--- src/hdl/bwa_pkg.sv ---
package bwa_pkg;

  localparam int unsigned CoordW    = 12;
  localparam int unsigned DiffW     = 13;
  localparam int unsigned DotW      = 28;
  localparam int unsigned BigW      = 56;
  localparam int unsigned NumW      = 57;
  localparam int unsigned ThrW      = 54;
  localparam int unsigned IndexW    = 12;
  localparam int unsigned ValueW    = 16;
  localparam int unsigned WeightW   = 24;
  localparam int unsigned QuotW     = 24;
  localparam int unsigned SatShift  = 7;
  localparam int unsigned StatIdW   = 4;
  localparam int unsigned StatW     = 64;
  localparam int unsigned NumSums   = 10;
  localparam int unsigned MulSteps  = 16;
  localparam int unsigned FifoDepth = 2;
  localparam int unsigned FifoPtrW  = $clog2(FifoDepth);
  localparam int unsigned CfgAddrW  = 6;
  localparam int unsigned CfgDataW  = 64;

  localparam logic [2:0] RegV0X = 3'd0;
  localparam logic [2:0] RegV0Y = 3'd1;
  localparam logic [2:0] RegV1X = 3'd2;
  localparam logic [2:0] RegV1Y = 3'd3;
  localparam logic [2:0] RegV2X = 3'd4;
  localparam logic [2:0] RegV2Y = 3'd5;
  localparam logic [2:0] RegThr = 3'd6;

  localparam logic KindWeight = 1'b0;
  localparam logic KindStat   = 1'b1;

  localparam logic [StatIdW-1:0] StatCount = 4'd10;

  typedef struct packed {
    logic [CoordW-1:0] v0x;
    logic [CoordW-1:0] v0y;
    logic [CoordW-1:0] v1x;
    logic [CoordW-1:0] v1y;
    logic [CoordW-1:0] v2x;
    logic [CoordW-1:0] v2y;
    logic [ThrW-1:0]   thr;
  } cfg_t;

  // one point handed from the front to the back
  typedef struct packed {
    logic [IndexW-1:0]         index;
    logic signed [WeightW-1:0] w0;
    logic signed [WeightW-1:0] w1;
    logic signed [WeightW-1:0] w2;
    logic                      degen;
    logic signed [ValueW-1:0]  y;
    logic                      incl;
    logic                      last;
  } rec_t;

  typedef enum logic [3:0] {
    OPD_AX, OPD_AY, OPD_BX, OPD_BY, OPD_PX, OPD_PY,
    OPD_D00, OPD_D01, OPD_D11, OPD_D20, OPD_D21
  } opd_e;

  typedef enum logic [2:0] {
    DST_D00, DST_D01, DST_D11, DST_D20, DST_D21, DST_DEN, DST_NU, DST_NV
  } dst_e;

  typedef struct packed {
    opd_e a;
    opd_e b;
    dst_e dst;
    logic first;
    logic neg;
  } mstep_t;

  typedef enum logic [2:0] {
    F_IDLE, F_MUL, F_NW, F_ABS, F_SAT, F_DIV, F_PUSH
  } front_state_e;

  typedef enum logic [1:0] {
    B_IDLE, B_ACC, B_STAT
  } back_state_e;

  // dot products, Gram determinant and the two numerators
  function automatic mstep_t mul_step(input logic [3:0] k);
    mstep_t s;
    s = '{a: OPD_AX, b: OPD_AX, dst: DST_D00, first: 1'b1, neg: 1'b0};
    case (k)
      4'd0:  s = '{a: OPD_AX,  b: OPD_AX,  dst: DST_D00, first: 1'b1, neg: 1'b0};
      4'd1:  s = '{a: OPD_AY,  b: OPD_AY,  dst: DST_D00, first: 1'b0, neg: 1'b0};
      4'd2:  s = '{a: OPD_AX,  b: OPD_BX,  dst: DST_D01, first: 1'b1, neg: 1'b0};
      4'd3:  s = '{a: OPD_AY,  b: OPD_BY,  dst: DST_D01, first: 1'b0, neg: 1'b0};
      4'd4:  s = '{a: OPD_BX,  b: OPD_BX,  dst: DST_D11, first: 1'b1, neg: 1'b0};
      4'd5:  s = '{a: OPD_BY,  b: OPD_BY,  dst: DST_D11, first: 1'b0, neg: 1'b0};
      4'd6:  s = '{a: OPD_PX,  b: OPD_AX,  dst: DST_D20, first: 1'b1, neg: 1'b0};
      4'd7:  s = '{a: OPD_PY,  b: OPD_AY,  dst: DST_D20, first: 1'b0, neg: 1'b0};
      4'd8:  s = '{a: OPD_PX,  b: OPD_BX,  dst: DST_D21, first: 1'b1, neg: 1'b0};
      4'd9:  s = '{a: OPD_PY,  b: OPD_BY,  dst: DST_D21, first: 1'b0, neg: 1'b0};
      4'd10: s = '{a: OPD_D00, b: OPD_D11, dst: DST_DEN, first: 1'b1, neg: 1'b0};
      4'd11: s = '{a: OPD_D01, b: OPD_D01, dst: DST_DEN, first: 1'b0, neg: 1'b1};
      4'd12: s = '{a: OPD_D11, b: OPD_D20, dst: DST_NU,  first: 1'b1, neg: 1'b0};
      4'd13: s = '{a: OPD_D01, b: OPD_D21, dst: DST_NU,  first: 1'b0, neg: 1'b1};
      4'd14: s = '{a: OPD_D00, b: OPD_D21, dst: DST_NV,  first: 1'b1, neg: 1'b0};
      default: s = '{a: OPD_D01, b: OPD_D20, dst: DST_NV, first: 1'b0, neg: 1'b1};
    endcase
    return s;
  endfunction

endpackage

--- src/hdl/bwa_fifo.sv ---
module bwa_fifo
  import bwa_pkg::*;
(
  input  logic clk_i,
  input  logic rst_ni,
  input  logic push_i,
  input  rec_t wdata_i,
  output logic full_o,
  input  logic pop_i,
  output rec_t rdata_o,
  output logic empty_o
);

  rec_t                  mem_q [FifoDepth];
  logic [FifoPtrW-1:0]   wptr_q, rptr_q;
  logic [FifoPtrW:0]     cnt_q;

  assign full_o  = (cnt_q == (FifoPtrW + 1)'(FifoDepth));
  assign empty_o = (cnt_q == '0);
  assign rdata_o = mem_q[rptr_q];

  always_ff @(posedge clk_i or negedge rst_ni) begin
    if (!rst_ni) begin
      wptr_q <= '0;
      rptr_q <= '0;
      cnt_q  <= '0;
    end else begin
      if (push_i) wptr_q <= wptr_q + 1'b1;
      if (pop_i)  rptr_q <= rptr_q + 1'b1;
      if (push_i && !pop_i) cnt_q <= cnt_q + 1'b1;
      else if (pop_i && !push_i) cnt_q <= cnt_q - 1'b1;
    end
  end

  always_ff @(posedge clk_i) begin
    if (push_i) mem_q[wptr_q] <= wdata_i;
  end

`ifndef SYNTHESIS
  a_no_overflow: assert property (@(posedge clk_i) disable iff (!rst_ni)
    !(push_i && full_o && !pop_i)) else $error("queue overflow");
  a_no_underflow: assert property (@(posedge clk_i) disable iff (!rst_ni)
    !(pop_i && empty_o)) else $error("queue underflow");
  a_count_step: assert property (@(posedge clk_i) disable iff (!rst_ni)
    push_i && !pop_i |=> !empty_o) else $error("queue lost a transaction");
`endif

endmodule

--- config.mk ---
export PLATFORM = sky130hd
export DESIGN_NAME = bwa_fifo
export DESIGN_NICKNAME = d
export VERILOG_FILES = /design/src/hdl/bwa_pkg.sv /design/src/hdl/bwa_fifo.sv
export SDC_FILE = /design/constraint.sdc
export NUM_CORES = 1
export LEC_CHECK = 0
export BUFFER_PORTS_ARGS = -buffer_cell sky130_fd_sc_hd__buf_2
export CAP_MARGIN = 25
export CELL_PAD_IN_SITES_DETAIL_PLACEMENT = 1
export CELL_PAD_IN_SITES_GLOBAL_PLACEMENT = 1
export CORE_MARGIN = 2
export CORE_UTILIZATION = 30
export DETAILED_ROUTE_END_ITERATION = 8
export PLACE_DENSITY = 0.67
export SYNTH_ARGS = -nofsm -noshare
export SYNTH_HDL_FRONTEND = slang
export SYNTH_SLANG_ARGS = --single-unit
--- constraint.sdc ---
create_clock -name clk_i -period 7.1 [get_ports clk_i]
set_input_delay 1.42 -clock clk_i [delete_from_list [all_inputs] [get_ports clk_i]]
set_output_delay 1.42 -clock clk_i [all_outputs]
set_load 0.02 [all_outputs]
* Word-level counts from Yosys, hierarchy flattened
Memories as Yosys holds them, arrays and structs flattened. Cells that the tools add are included.
Storage, ports and cells: flip-flop bits (word level) 4, RAM bits 206, input bits 107, output and inout port bits 105, memories kept 1
Cells by class: $add $sub $neg 4, eq/ne operators 1, mux-type cells 4, reductions and logical operators 6
Memories:
- mem_q | depth 2, bits a word 103, rd ports 1, clocked after Yosys merged registers in 0, write ports 1, RTL line bwa_fifo.sv:14 | rec_t mem_q [FifoDepth];
Operator list (count):
- 2-bit two-way mux | 2
- 1-bit adder, second input constant | 2
- 2-bit by 1-bit adder with 2-bit output, second input constant | 1
- 2-bit equality test, second input constant | 1
- 1-bit logical AND | 2
- 1-bit zero test | 2
- 2-bit zero test | 1
- 1-bit two-way mux | 2
- 2-bit nonzero test | 1
- 2-bit by 1-bit subtractor with 2-bit output, second input constant | 1

* Logic depth before layout (Yosys ltp)
word-level depth 4, depth in mapped cells 5, depth with buffers taken out 5

* Worst setup path before layout
No wires, ideal clock.
path type input-to-reg, start in push_i, end mem mem_q[0][0] (netlist bit) (enable), arrival 5.900 ns, required time 6.522 ns, path slack 0.622 ns, stages on the path 1, path through nor2b_1
On the way: word-level cells in the longest chain between the ends 2
Ends and longest elaborated chain:
- start, declared | RTL line bwa_fifo.sv:6 | input logic push_i,
- 1-bit two-way mux | RTL line bwa_fifo.sv:36 | if (push_i) mem_q[wptr_q] <= wdata_i;
- 1-bit two-way mux (not written as such) | RTL line bwa_fifo.sv:36
- end, declared | RTL line bwa_fifo.sv:14
No other way between the ends.

==> impl_summary.log <==
INFO  metric setup_total_negative_slack = 0 ns
INFO  metric arrival = 3.01 ns
INFO  metric drive_gt1_frac = 0.605
INFO  metric clock_insertion_delay_worst_skew = approximately 0.51 ns
INFO  metric clock_power_share = 0.282
INFO  metric clock_sinks = 210
INFO  metric cellInternalPower = around 3000 uW
INFO  metric routed_via_count = just under 4000
INFO  metric floorplan.core_area = about 26000 um^2
INFO  metric num_io_pins = approximately 210
INFO  metric synth.top_cell.area_share = 0.786
INFO  metric post_cts.resized_instances = 0
INFO  metric design_power_total = 4300 uW
INFO  metric finalWeightedCongestion = roughly 0.7
INFO  metric setup.worst_path.class = register to output port
INFO  metric crit_path_leading_delay_family = flip-flops
INFO  metric worst_setup_path_end_kind = output port
INFO  metric cp_data_required_time = 5.68 ns
INFO  metric drt_iter0_markers = 160
INFO  metric floorplan.die_area = between 20000 and 30000 um^2
INFO  metric cts-root-buf = clkbuf_16
INFO  metric fillers = between 2000 and 3000
INFO  metric timing.critical_path.slowest_cell_delay = around 1.0 ns
INFO  metric finish.net_count = slightly below 700
INFO  metric clock_slew_seen_by_the_registers_of_the_worst_setup_and_hold_paths = approximately 0.05 ns
INFO  metric antennaDiodeCount = 0
INFO  metric post_synth_instance_area = ~7900 um^2
INFO  metric synth_fp_nets = about 450
INFO  metric wl_per_cell = 17.2 um
INFO  metric synth_top_cell_by_area = edfxtp_1
INFO  metric worst-path-buf-inv = 2
INFO  metric seqPwrFrac = 0.416
INFO  metric regToRegSetupSlack = between 4 and 5 ns
INFO  metric cp_slowest_cell = dfrtp_4
INFO  metric post_drt_via_cell_ratio = around 4.2
INFO  metric hold_slack = a little over 0.5 ns
INFO  metric syn-instance-count = around 340
INFO  metric cts_tree = yes
INFO  metric final.min_clock_period = around 4.4 ns
INFO  metric die_y = ~170 um
INFO  metric hpwlAfterDp = ~11000 um
INFO  metric grt_start_max_net_pins = 63
INFO  metric drc = 0
INFO  metric number_of_antenna_violations_at_the_first_check_in_global_routing = 0
INFO  metric final_design_area_no_fill = between 10000 and 15000 um^2
INFO  metric synth_cell_type_count = 14
INFO  metric post-cts-setup-buffers = 0
INFO  metric finish.utilization = 0.389
INFO  metric total_leakage_power = approximately 0.004 uW
INFO  metric critical_path_peak_fanout = 53
INFO  metric setup_repair_after_global_routing_missed_its_margin = false
INFO  metric cts-hold-fix-buffers = 0
INFO  metric yosys_reg_bits = 210
INFO  metric fp.dieW = between 150 and 200 um
INFO  metric routed_wirelength = about 16000 um
INFO  metric first_global_vias = approximately 4400
INFO  metric cell_rows = 59
INFO  metric clock_path_buffers = 3
INFO  metric synth_seq_area_share = 0.799
INFO  metric worst_pin_slew = 0.978 ns
INFO  metric min_delay_worst_endpoint = cnt_q[1]$_DFFE_PN0P_
INFO  metric finClkSkew = 0.00783 ns
INFO  metric p_comb_frac = 0.303
INFO  metric initial_util = 0.304
INFO  metric grt_overflow = 0
INFO  metric crit_path_cell_trace = buf_4 -> mux2_2 -> buf_2
INFO  metric number_of_buffers_created_by_cts = 24
INFO  metric vdd_drop_max = between 0.2 and 0.25 mV
INFO  metric max_clock_freq = approximately 230 MHz
INFO  metric r2r-end = mem_q[0][80]$_DFFE_PP_
INFO  metric power.density_cell_area = between 400 and 500 nW/um^2
INFO  metric kind_of_path_behind_the_tightest_hold_check = register to register
INFO  metric finalSetupViolCount = 0
INFO  metric port_buffers = about 210
INFO  metric post_synth_main_area_contributors = edfxtp_1 (79%), mux2_4 (11%), mux2_2 (6.2%), dfrtp_1 (1.3%), buf_6 (1.0%)
INFO  metric min_from = cnt_q[1]$_DFFE_PN0P_
INFO  metric timing.reg2reg.worst_path_depth = 3
INFO  metric synthesis.area_per_instance = 23.4 um^2
INFO  metric status = finished clean
INFO  metric startpoint_type = register
INFO  metric global_route_wire_length_before_repair = between 20000 and 25000 um
INFO  metric syn_to_layout_area_delta = 27.9%
INFO  metric clock_tree.htree_level_count = 1
INFO  metric layout_common_cells = buf_2 (211), edfxtp_1 (206), mux2_4 (60), mux2_2 (43), clkbuf_16 (25)
INFO  metric total_routing_resource_utilization_after_global_routing = 0.112
INFO  metric antenna_violating_nets_post_route = 0
INFO  metric finalHoldViolCount = 0
INFO  metric placedInstanceArea = about 9300 um^2
INFO  metric maxCapViolCount = 0
INFO  metric swShare = 0.309
INFO  metric yosysWarningCount = 0
INFO  metric worst_slew_margin_rel = 0.348
INFO  metric timing.final.max_slew_violations = 0
INFO  metric net-switching-power = between 1000 and 1500 uW
INFO  metric min_delay_path_depth = 1
INFO  metric detail_route.first_pass.iterations = 6
INFO  metric layout_commonest_cell = buf_2
INFO  metric finalCritPeriodShare = 0.624
INFO  metric worstReg2RegStart = wptr_q$_DFFE_PN0P_
[worst max path at each step]
stage,startpoint,end,depth (start not counted)
finish,rptr_q$_DFFE_PN0P_,rdata_o[76],3
global route,rptr_q$_DFFE_PN0P_,rdata_o[76],3
CTS,rptr_q$_DFFE_PN0P_,rdata_o[93],3
detailed placement,rptr_q$_DFFE_PN0P_,rdata_o[93],3
global placement,rptr_q$_DFFE_PN0P_,rdata_o[94],3
floorplan,push_i,mem_q[0][0]$_DFFE_PP_,1
[cell families after synthesis]
family,count (synthesis),share of synthesized area
flops,210,0.799
mux,103,0.176
buf+inv,13,0.0149
xor+xnor,5,0.00556
simple gates,5,0.00334
fa+ha+maj,1,0.00159
[flip-flops by register name (all words and copies together) (netlist names)]
name	cells
mem_q	206
cnt_q	2
rptr_q	1
wptr_q	1
[per-stage QoR]
stage                     setup slack, ns  std cells
final                                2.67        918
after global routing                 2.51        918
after CTS                            2.58        918
after detailed placement             3.14        875
after global placement               3.18        874
after floorplan                     0.622        337
[power groups by stage]
stage,clock network (uW),registers [uW],logic [uW]
after floorplan,0,1750,1030
after global placement,0,1800,1310
after CTS,1260,1800,1340
after global routing,1300,1820,1390
final,1210,1790,1300
after detailed placement,0,1820,1330
[final cells by class]
type	count	area, um^2	area share
flip-flops and latches	210	6290	0.625
multi-input cells	114	1480	0.147
repair buffers	215	1100	0.109
clock buffers	33	656	0.0651
well taps	335	419	0.0416
clock inverters	10	126	0.0125
inverters	1	3.75	0.000373
[cell usage after synthesis]
cell type,instances
and2_1,1
buf_2,4
buf_6,7
buf_8,1
dfrtp_1,4
edfxtp_1,206
ha_1,1
inv_1,1
mux2_2,43
mux2_4,60
nor2_1,2
nor2b_1,2
xnor2_1,1
xor2_1,4
[worst register-to-register path: cells and delay by family (launching register included)]
kind | cells | cell delay (ns)
flip-flops | 1 | 0.43
AND/OR/NAND/NOR | 1 | 0.50
buffers and inverters | 2 | 0.95
[layer usage]
metal	wire (um)	track usage	up-vias
li1	-	-	1792
met1	6320	0.132	1906
met2	7740	0.193	163
met3	1460	0.0436	23
met4	248	0.0284	0
met5	0	0	-
Note: power is estimated with default switching activity, not from simulation.
