File: src/hdl/bwa_pkg.sv
package bwa_pkg;

  localparam int unsigned CoordW    = 12;
  localparam int unsigned DiffW     = 13;
  localparam int unsigned DotW      = 28;
  localparam int unsigned BigW      = 56;
  localparam int unsigned NumW      = 57;
  localparam int unsigned ThrW      = 54;
  localparam int unsigned IndexW    = 12;
  localparam int unsigned ValueW    = 16;
  localparam int unsigned WeightW   = 24;
  localparam int unsigned QuotW     = 24;
  localparam int unsigned SatShift  = 7;
  localparam int unsigned StatIdW   = 4;
  localparam int unsigned StatW     = 64;
  localparam int unsigned NumSums   = 10;
  localparam int unsigned MulSteps  = 16;
  localparam int unsigned FifoDepth = 2;
  localparam int unsigned FifoPtrW  = $clog2(FifoDepth);
  localparam int unsigned CfgAddrW  = 6;
  localparam int unsigned CfgDataW  = 64;

  localparam logic [2:0] RegV0X = 3'd0;
  localparam logic [2:0] RegV0Y = 3'd1;
  localparam logic [2:0] RegV1X = 3'd2;
  localparam logic [2:0] RegV1Y = 3'd3;
  localparam logic [2:0] RegV2X = 3'd4;
  localparam logic [2:0] RegV2Y = 3'd5;
  localparam logic [2:0] RegThr = 3'd6;

  localparam logic KindWeight = 1'b0;
  localparam logic KindStat   = 1'b1;

  localparam logic [StatIdW-1:0] StatCount = 4'd10;

  typedef struct packed {
    logic [CoordW-1:0] v0x;
    logic [CoordW-1:0] v0y;
    logic [CoordW-1:0] v1x;
    logic [CoordW-1:0] v1y;
    logic [CoordW-1:0] v2x;
    logic [CoordW-1:0] v2y;
    logic [ThrW-1:0]   thr;
  } cfg_t;

  // one point handed from the front to the back
  typedef struct packed {
    logic [IndexW-1:0]         index;
    logic signed [WeightW-1:0] w0;
    logic signed [WeightW-1:0] w1;
    logic signed [WeightW-1:0] w2;
    logic                      degen;
    logic signed [ValueW-1:0]  y;
    logic                      incl;
    logic                      last;
  } rec_t;

  typedef enum logic [3:0] {
    OPD_AX, OPD_AY, OPD_BX, OPD_BY, OPD_PX, OPD_PY,
    OPD_D00, OPD_D01, OPD_D11, OPD_D20, OPD_D21
  } opd_e;

  typedef enum logic [2:0] {
    DST_D00, DST_D01, DST_D11, DST_D20, DST_D21, DST_DEN, DST_NU, DST_NV
  } dst_e;

  typedef struct packed {
    opd_e a;
    opd_e b;
    dst_e dst;
    logic first;
    logic neg;
  } mstep_t;

  typedef enum logic [2:0] {
    F_IDLE, F_MUL, F_NW, F_ABS, F_SAT, F_DIV, F_PUSH
  } front_state_e;

  typedef enum logic [1:0] {
    B_IDLE, B_ACC, B_STAT
  } back_state_e;

  // dot products, Gram determinant and the two numerators
  function automatic mstep_t mul_step(input logic [3:0] k);
    mstep_t s;
    s = '{a: OPD_AX, b: OPD_AX, dst: DST_D00, first: 1'b1, neg: 1'b0};
    case (k)
      4'd0:  s = '{a: OPD_AX,  b: OPD_AX,  dst: DST_D00, first: 1'b1, neg: 1'b0};
      4'd1:  s = '{a: OPD_AY,  b: OPD_AY,  dst: DST_D00, first: 1'b0, neg: 1'b0};
      4'd2:  s = '{a: OPD_AX,  b: OPD_BX,  dst: DST_D01, first: 1'b1, neg: 1'b0};
      4'd3:  s = '{a: OPD_AY,  b: OPD_BY,  dst: DST_D01, first: 1'b0, neg: 1'b0};
      4'd4:  s = '{a: OPD_BX,  b: OPD_BX,  dst: DST_D11, first: 1'b1, neg: 1'b0};
      4'd5:  s = '{a: OPD_BY,  b: OPD_BY,  dst: DST_D11, first: 1'b0, neg: 1'b0};
      4'd6:  s = '{a: OPD_PX,  b: OPD_AX,  dst: DST_D20, first: 1'b1, neg: 1'b0};
      4'd7:  s = '{a: OPD_PY,  b: OPD_AY,  dst: DST_D20, first: 1'b0, neg: 1'b0};
      4'd8:  s = '{a: OPD_PX,  b: OPD_BX,  dst: DST_D21, first: 1'b1, neg: 1'b0};
      4'd9:  s = '{a: OPD_PY,  b: OPD_BY,  dst: DST_D21, first: 1'b0, neg: 1'b0};
      4'd10: s = '{a: OPD_D00, b: OPD_D11, dst: DST_DEN, first: 1'b1, neg: 1'b0};
      4'd11: s = '{a: OPD_D01, b: OPD_D01, dst: DST_DEN, first: 1'b0, neg: 1'b1};
      4'd12: s = '{a: OPD_D11, b: OPD_D20, dst: DST_NU,  first: 1'b1, neg: 1'b0};
      4'd13: s = '{a: OPD_D01, b: OPD_D21, dst: DST_NU,  first: 1'b0, neg: 1'b1};
      4'd14: s = '{a: OPD_D00, b: OPD_D21, dst: DST_NV,  first: 1'b1, neg: 1'b0};
      default: s = '{a: OPD_D01, b: OPD_D20, dst: DST_NV, first: 1'b0, neg: 1'b1};
    endcase
    return s;
  endfunction

endpackage

File: src/hdl/bwa_back.sv
module bwa_back
  import bwa_pkg::*;
#(
  parameter int unsigned MAX_POINTS = 4096
) (
  input  logic                      clk_i,
  input  logic                      rst_ni,
  input  rec_t                      rec_i,
  input  logic                      empty_i,
  output logic                      pop_o,
  output logic                      out_valid_o,
  input  logic                      out_stall_i,
  output logic                      result_kind_o,
  output logic [IndexW-1:0]         echo_index_o,
  output logic signed [WeightW-1:0] weight_vertex0_o,
  output logic signed [WeightW-1:0] weight_vertex1_o,
  output logic signed [WeightW-1:0] weight_vertex2_o,
  output logic                      degenerate_o,
  output logic [StatIdW-1:0]        stat_id_o,
  output logic signed [StatW-1:0]   stat_value_o,
  output logic                      last_result_o
);

  localparam int unsigned CntW = $clog2(MAX_POINTS + 1);
  localparam int unsigned ProdW = 2 * WeightW;

  back_state_e state_q, state_d;
  logic [StatIdW-1:0] cnt_q, cnt_d;

  logic signed [StatW-1:0]   sums_q [NumSums];
  logic [CntW-1:0]           count_q;
  logic signed [WeightW-1:0] w_q [3];
  logic signed [ValueW-1:0]  y_q;
  logic                      last_q;
  logic signed [ProdW-1:0]   prod_q;
  logic signed [WeightW-1:0] ma, mb;
  logic signed [StatW:0]     sum_ext;
  logic signed [StatW-1:0]   sum_sat, stat_sel;
  logic [StatIdW-1:0]        acc_idx;

  logic out_free, take_rec, load_stat;

  assign out_free  = !out_valid_o || !out_stall_i;
  assign take_rec  = (state_q == B_IDLE) && !empty_i && out_free;
  assign load_stat = (state_q == B_STAT) && out_free;
  assign pop_o     = take_rec;
  assign acc_idx   = cnt_q - 1'b1;

  // one product per cycle: w*y, then the pairs, then y*y
  always_comb begin
    ma = w_q[0];
    mb = WeightW'(y_q);
    case (cnt_q)
      4'd0:    begin ma = w_q[0]; mb = WeightW'(y_q); end
      4'd1:    begin ma = w_q[1]; mb = WeightW'(y_q); end
      4'd2:    begin ma = w_q[2]; mb = WeightW'(y_q); end
      4'd3:    begin ma = w_q[0]; mb = w_q[0]; end
      4'd4:    begin ma = w_q[0]; mb = w_q[1]; end
      4'd5:    begin ma = w_q[0]; mb = w_q[2]; end
      4'd6:    begin ma = w_q[1]; mb = w_q[1]; end
      4'd7:    begin ma = w_q[1]; mb = w_q[2]; end
      4'd8:    begin ma = w_q[2]; mb = w_q[2]; end
      default: begin ma = WeightW'(y_q); mb = WeightW'(y_q); end
    endcase
  end

  assign sum_ext = (StatW + 1)'(sums_q[acc_idx]) + (StatW + 1)'(prod_q);
  always_comb begin
    if (sum_ext[StatW] != sum_ext[StatW-1]) begin
      sum_sat = sum_ext[StatW] ? {1'b1, {(StatW - 1){1'b0}}} : {1'b0, {(StatW - 1){1'b1}}};
    end else begin
      sum_sat = sum_ext[StatW-1:0];
    end
  end

  assign stat_sel = (cnt_q == StatCount) ? StatW'(count_q) : sums_q[cnt_q];

  always_comb begin
    state_d = state_q;
    cnt_d   = cnt_q;
    unique case (state_q)
      B_IDLE: begin
        cnt_d = '0;
        if (take_rec) begin
          if (rec_i.incl && !rec_i.degen) state_d = B_ACC;
          else if (rec_i.last) state_d = B_STAT;
        end
      end
      B_ACC: begin
        cnt_d = cnt_q + 1'b1;
        if (cnt_q == StatIdW'(NumSums)) begin
          cnt_d   = '0;
          state_d = last_q ? B_STAT : B_IDLE;
        end
      end
      B_STAT: begin
        if (load_stat) begin
          cnt_d = cnt_q + 1'b1;
          if (cnt_q == StatCount) state_d = B_IDLE;
        end
      end
      default: state_d = B_IDLE;
    endcase
  end

  always_ff @(posedge clk_i or negedge rst_ni) begin
    if (!rst_ni) begin
      state_q     <= B_IDLE;
      cnt_q       <= '0;
      out_valid_o <= 1'b0;
      count_q     <= '0;
      for (int i = 0; i < NumSums; i++) sums_q[i] <= '0;
    end else begin
      state_q <= state_d;
      cnt_q   <= cnt_d;
      // a stalled transaction stays, a new one loads only when the output is free
      out_valid_o <= !out_free || (take_rec && rec_i.incl) || load_stat;
      if (state_q == B_ACC) begin
        if (cnt_q != '0) sums_q[acc_idx] <= sum_sat;
        if (cnt_q == StatIdW'(NumSums) && count_q != CntW'(MAX_POINTS)) begin
          count_q <= count_q + 1'b1;
        end
      end
      // each statistic is cleared as it goes out
      if (load_stat) begin
        if (cnt_q == StatCount) count_q <= '0;
        else sums_q[cnt_q] <= '0;
      end
    end
  end

  always_ff @(posedge clk_i) begin
    if (take_rec) begin
      w_q[0] <= rec_i.w0;
      w_q[1] <= rec_i.w1;
      w_q[2] <= rec_i.w2;
      y_q    <= rec_i.y;
      last_q <= rec_i.last;
    end
    if (state_q == B_ACC && cnt_q != StatIdW'(NumSums)) prod_q <= ma * mb;
    if (take_rec && rec_i.incl) begin
      result_kind_o    <= KindWeight;
      echo_index_o     <= rec_i.index;
      weight_vertex0_o <= rec_i.w0;
      weight_vertex1_o <= rec_i.w1;
      weight_vertex2_o <= rec_i.w2;
      degenerate_o     <= rec_i.degen;
      stat_id_o        <= '0;
      stat_value_o     <= '0;
      last_result_o    <= !rec_i.last;
    end
    if (load_stat) begin
      result_kind_o    <= KindStat;
      echo_index_o     <= '0;
      weight_vertex0_o <= '0;
      weight_vertex1_o <= '0;
      weight_vertex2_o <= '0;
      degenerate_o     <= 1'b0;
      stat_id_o        <= cnt_q;
      stat_value_o     <= stat_sel;
      last_result_o    <= (cnt_q == StatCount);
    end
  end

endmodule

File: config.mk
export PLATFORM = sky130hd
export DESIGN_NAME = bwa_back
export DESIGN_NICKNAME = d
export VERILOG_FILES = /design/src/hdl/bwa_pkg.sv /design/src/hdl/bwa_back.sv
export SDC_FILE = /design/constraint.sdc
export NUM_CORES = 2
export LEC_CHECK = 0
export BUFFER_PORTS_ARGS = -buffer_cell sky130_fd_sc_hd__buf_4
export CAP_MARGIN = 30
export CORE_UTILIZATION = 64
export DETAILED_ROUTE_END_ITERATION = 6
export PLACE_DENSITY_LB_ADDON = 0.08
export SLEW_MARGIN = 20
export SYNTH_ARGS = -nofsm -noshare
export SYNTH_HDL_FRONTEND = slang
export SYNTH_SLANG_ARGS = --single-unit
File: constraint.sdc
create_clock -name clk_i -period 19.3 [get_ports clk_i]
set_clock_uncertainty 0.15 [all_clocks]
set_input_delay 0.965 -clock clk_i [delete_from_list [all_inputs] [get_ports clk_i]]
set_output_delay 0.965 -clock clk_i [all_outputs]
set_load 0.005 [all_outputs]
* After elaboration in Yosys (flattened, before gate mapping)
Memory sizes are Yosys's and may differ from the RTL's.
Index checks and enable logic that the tools add are counted.
** Storage, ports and cells
- Register bits after elaboration :: 880
- Memory bits (writable) :: 72
- Input port bits :: 107
- Output and inout port bits :: 157
- Logic and storage cells :: 132
- Memories kept :: 1
** Cells by class
- Add/sub/neg operators :: 4
- Multipliers :: 1
- $lt $le $gt $ge :: 4
- Equality and inequality tests :: 19
- Muxes and demuxes :: 43
- Bitwise operators :: 4
- Reduce and logical (&&, ||, !) cells :: 30
** Memories
- w_q :: words 3, bits a word 24, read ports 3, clocked after memory_dff 0, write ports 3, line bwa_back.sv:32 : logic signed [WeightW-1:0] w_q [3];
** Operators with widths (count)
- 640-bit two-way mux :: 4
- 64-bit two-way mux :: 11
- 640-bit AND :: 1
- 640-bit bitwise mux :: 1
- 640-bit NOT :: 1
- 64-bit binary-select mux with 4-bit select :: 2
- 64-bit demux with 4-bit select :: 2
- 24-bit case mux with 3 select lines :: 2
- 64-bit by 48-bit adder with 65-bit output :: 1
- 13-bit two-way mux :: 4
- 24-bit by 24-bit multiplier with 48-bit output :: 1
- 4-bit by 3-bit == test with 1-bit output, second input constant :: 4
- 4-bit two-way mux :: 4
- 2-bit two-way mux :: 7
- 13-bit by 1-bit adder with 13-bit output, second input constant :: 1
- 13-bit != test, second input constant :: 1
- 4-bit case mux with 3 select lines :: 1
- 5-bit greater-or-equal comparator, second input constant :: 2
- 5-bit by 1-bit less-than comparator with 1-bit output, second input constant :: 2
- 4-bit NOT with 5-bit output :: 2
- 1-bit logical AND :: 9
- 4-bit by 2-bit == test with 1-bit output, second input constant :: 2
- 4-bit == test, second input constant :: 2
- 1-bit zero test :: 6
- 23 further kinds :: 32

* Logic depth before layout (Yosys ltp)
- Depth after elaboration :: 14
- Gate-level depth with buffers :: 42
- Depth with buffers taken out :: 33

* Least setup slack after synthesis
Ideal clock, no wire load.
- Kind :: register -> register
- Start :: register cnt_q[0]
- End :: register prod_q[35] (data pin)
- Library setup time :: 258 ps
- Arrival time :: 10520 ps
- Data required time :: 18892 ps
- Path slack :: 8373 ps
- Cell stages (with the launch flop) :: 42
- Buffers on the path :: 9
- Clock period less this slack :: 10927 ps
- Cells stage by stage :: dfrtp_1 clkbuf_1 buf_2 buf_1 clkbuf_1 buf_1 inv_1 ha_1 clkbuf_1 mux2i_1 nor2_1 or3_1 buf_2 nor2_1 clkbuf_1 a41o_1 clkbuf_1 nor2_1 [6 not listed] inv_1 fa_1 inv_1 fa_1 inv_1 fa_1 inv_1 ha_1 a21oi_1 o221ai_1 a31oi_1 o21ai_0 a2111o_1 nand4_1 a21oi_1 or3b_2 a21oi_1 xnor2_1
** Between the ends
- Cells in the longest elaborated chain, start to end :: 4
- Elaborated cells between the ends (all ways) :: 17
- Those cells by class :: mul: 1; eq/ne: 8; mux: 2; reduce/logical: 6
** Ends and longest elaborated chain
- start: declaration :: line bwa_back.sv:28 : logic [StatIdW-1:0] cnt_q, cnt_d;
- start signal: assignment :: line bwa_back.sv:115 : cnt_q <= cnt_d;
- 4-bit by 3-bit == test with 1-bit output, or another cell as far along :: line bwa_back.sv:53 : case (cnt_q)
- 4-bit OR reduction (no line), or another cell as far along
- 24-bit case mux with 3 select lines :: line bwa_back.sv:53
- 24-bit by 24-bit multiplier with 48-bit output (*) :: line bwa_back.sv:140 : if (state_q == B_ACC && cnt_q != StatIdW'(NumSums)) prod_q <= ma * mb;
- end signal: assignment :: line bwa_back.sv:140
- end: declaration :: line bwa_back.sv:35 : logic signed [ProdW-1:0] prod_q;
Every way passes the cells marked *; elsewhere a longest branch is shown, timed or not.
A chain may end at the register's enable or synchronous reset.

* Final worst setup path
- Start :: register cnt_q[2]
- End :: register prod_q[46] (data pin)
The elaborated chain is that of the path after synthesis.

==> flow_summary.ini <==
[critical_path]
critPathCaptureType = flop
cp_max_fo = 37
worstPathArrival_ns = 12.12
critPathMaxStageDelay_ns = 1.01
start_kind = flop
cpMostUsedCell = fa_1
critPathSlowestCell = dfrtp_4
reg2reg_depth = 30
path_class = flop to flop
required_ns = 19.57
reg2reg_slack_ns = 7.45

[logic_synthesis]
syn_area_um2 = 70600
synth_nets = 7715
yosysUniqueCellTypes = 97
yosysWarningCount = 0
synthFlopType = dfrtp_1
synth-edff-count = 206
synth_seq_area_share_pct = 34.6
ys_ff_latch = 952
synth.avg_cell_area_um2 = 10.4
synthArstFlopShare_pct = 69.3
syn_inst = 6791

[drt]
drcViolationCount = 0
wl_per_cell_um = 28.7
drtPass1Iterations = 6
vias_per_cell = 6.88
drt_wl_total_um = 241000
ant_nets = 0
via_count = 57676
first_iter_violations = 7207

[sta]
finalSetupTns_ns = 0
hold_viol_final = 0
whs_ns = 0.125
fmax_mhz = 84.4
finalCritPeriodShare_pct = 61.4
setup_violations = 0
period_needed_ns = 11.85
tightest_slew_ns = 1.07
rsz0062_at_grt = false
maxSlewViolCount = 0
slew_headroom_pct = 27.7

[floorplanning]
initial_core_util_pct = 64.7
core_area_um2 = 109000
ioPinCount = 264
die_w_um = 334
dieArea_um2 = 112000
rows = 121
die_h_um = 334

[run]
drv_cap = 0

[clock_tree]
h-tree-depth = 3
ctsResizeCount = 0
cts_sinks = 952
root_buffer = clkbuf_16
insertion_delay_ns = 0.70
clk_transition_reported_paths_ns = 0.06
post-cts-setup-buffer-count = 0
cts_buffers = 102
cts_hold_buf = 0
clockBufferDepth = 3
cts_tree = yes

[place]
io_buffers = 263
place_congestion = 1.02
dp_hpwl_um = 166000

[final_layout]
fill_cells = 8140
drive_gt1_share_pct = 14.7
syn_to_final_growth_pct = 10.0
nets = 7736
final_common_cell = nand2_1
mostFrequentLayoutCells = nand2_1, dfrtp_1, inv_1, fa_1, o21ai_0

[run_status]
status = completed

[global_routing]
grt_pass1_wl_um = 361000
grt_max_degree = 107
antenna_found_initial = 12
gr-total-overflow = 0
first_global_vias = 57884
grtUsageTotal_pct = 43.5

[min_path]
hold_class = input pin to asynchronous set/reset pin
-- path summary, 6_finish.rpt --
kind / startpoint / to
worst max register to register: cnt_q[2] / prod_q[46]
worst min-delay path: rst_ni / sums_q[618]
worst max-delay path: cnt_q[2] / prod_q[46]
worst min register to register: result_kind_o / result_kind_o
min in group clk_i: rec_i[12] / y_q[10]
max in group asynchronous: rst_ni / cnt_q[0]
-- area by class of cell --
class | count | area [um^2] | share of cell area [%]
multi-input combinational | 4712 | 42200 | 54.4
sequential | 952 | 24400 | 31.5
timing repair buffer | 404 | 3200 | 4.13
clock buffer | 137 | 2890 | 3.72
inverter | 640 | 2400 | 3.09
tap | 1476 | 1850 | 2.38
clock inverter | 53 | 642 | 0.827
antenna | 9 | 22.5 | 0.0290
-- per-layer routing --
layer | share of wire (%) | track usage (%)
met1 | 36 | 56.0
met2 | 45 | 66.1
met3 | 12 | 11.2
met4 | 7.7 | 27.5
met5 | 0.047 | 0
-- flip-flops by register name, summed over array words and instances (netlist names), 2 cells and up, named ones only --
name and count:
count_q 11, echo_index_o 12, weight_vertex1_o 24, y_q 16, weight_vertex2_o 24, prod_q 48
cnt_q 4, stat_value_o 64, w_q 72, stat_id_o 4, state_q 2, weight_vertex0_o 24
sums_q 640
-- kinds of logic after synthesis --
kind of cell	count (synthesis)	share of synthesized area, %
adder cells (fa/ha/maj)	820	21.0
buffers and inverters	1127	6.16
multiplexers	448	10.9
AO/OA/AOI/OAI	1873	17.1
AND/OR/NAND/NOR	1468	8.92
XOR/XNOR	103	1.28
flip-flops	952	34.6
-- stage by stage --
stage | utilization [%] | cell area [um^2] | instances | worst slack [ns]
2_1_floorplan | - | 70600 | 6791 | 8.37
3_3_place_gp | 67.7 | 73900 | 8171 | 7.84
3_5_place_dp | 67.8 | 74000 | 8180 | 7.67
4_1_cts | 71.1 | 77600 | 8370 | 7.64
5_1_grt | 71.1 | 77600 | 8378 | 6.86
6_report | 71.1 | 77700 | 8383 | 7.45
-- worst max-delay path: cells and delay by family (launching register included) --
kind	cells	cell delay [ns]
xor gates and xnor gates	1	0.13
AOI/OAI and AO/OA	8	2.05
buffers and inverters	6	1.83
and+or+nand+nor	7	2.69
DFF	1	1.01
adders and majority gates	8	3.65
-- cell usage after synthesis, types with 101 or more instances --
| library cell | n | area (um^2) |
|---|---|---|
| a21oi_1 | 551 | 2760 |
| nor2_1 | 451 | 1690 |
| nand2_1 | 685 | 2570 |
| a22oi_1 | 101 | 758 |
| fa_1 | 608 | 12200 |
| inv_1 | 638 | 2390 |
| mux4_2 | 256 | 5770 |
| edfxtp_1 | 206 | 6190 |
| dfrtp_1 | 660 | 16500 |
| a22o_1 | 186 | 1630 |
| mux2i_1 | 191 | 1910 |
| clkbuf_1 | 387 | 1450 |
| ha_1 | 209 | 2620 |
| o21ai_0 | 551 | 2760 |
Power is left out: the tool's default activity adds up to more than one toggle a clock period on the data nets, which glitch-free logic cannot reach.
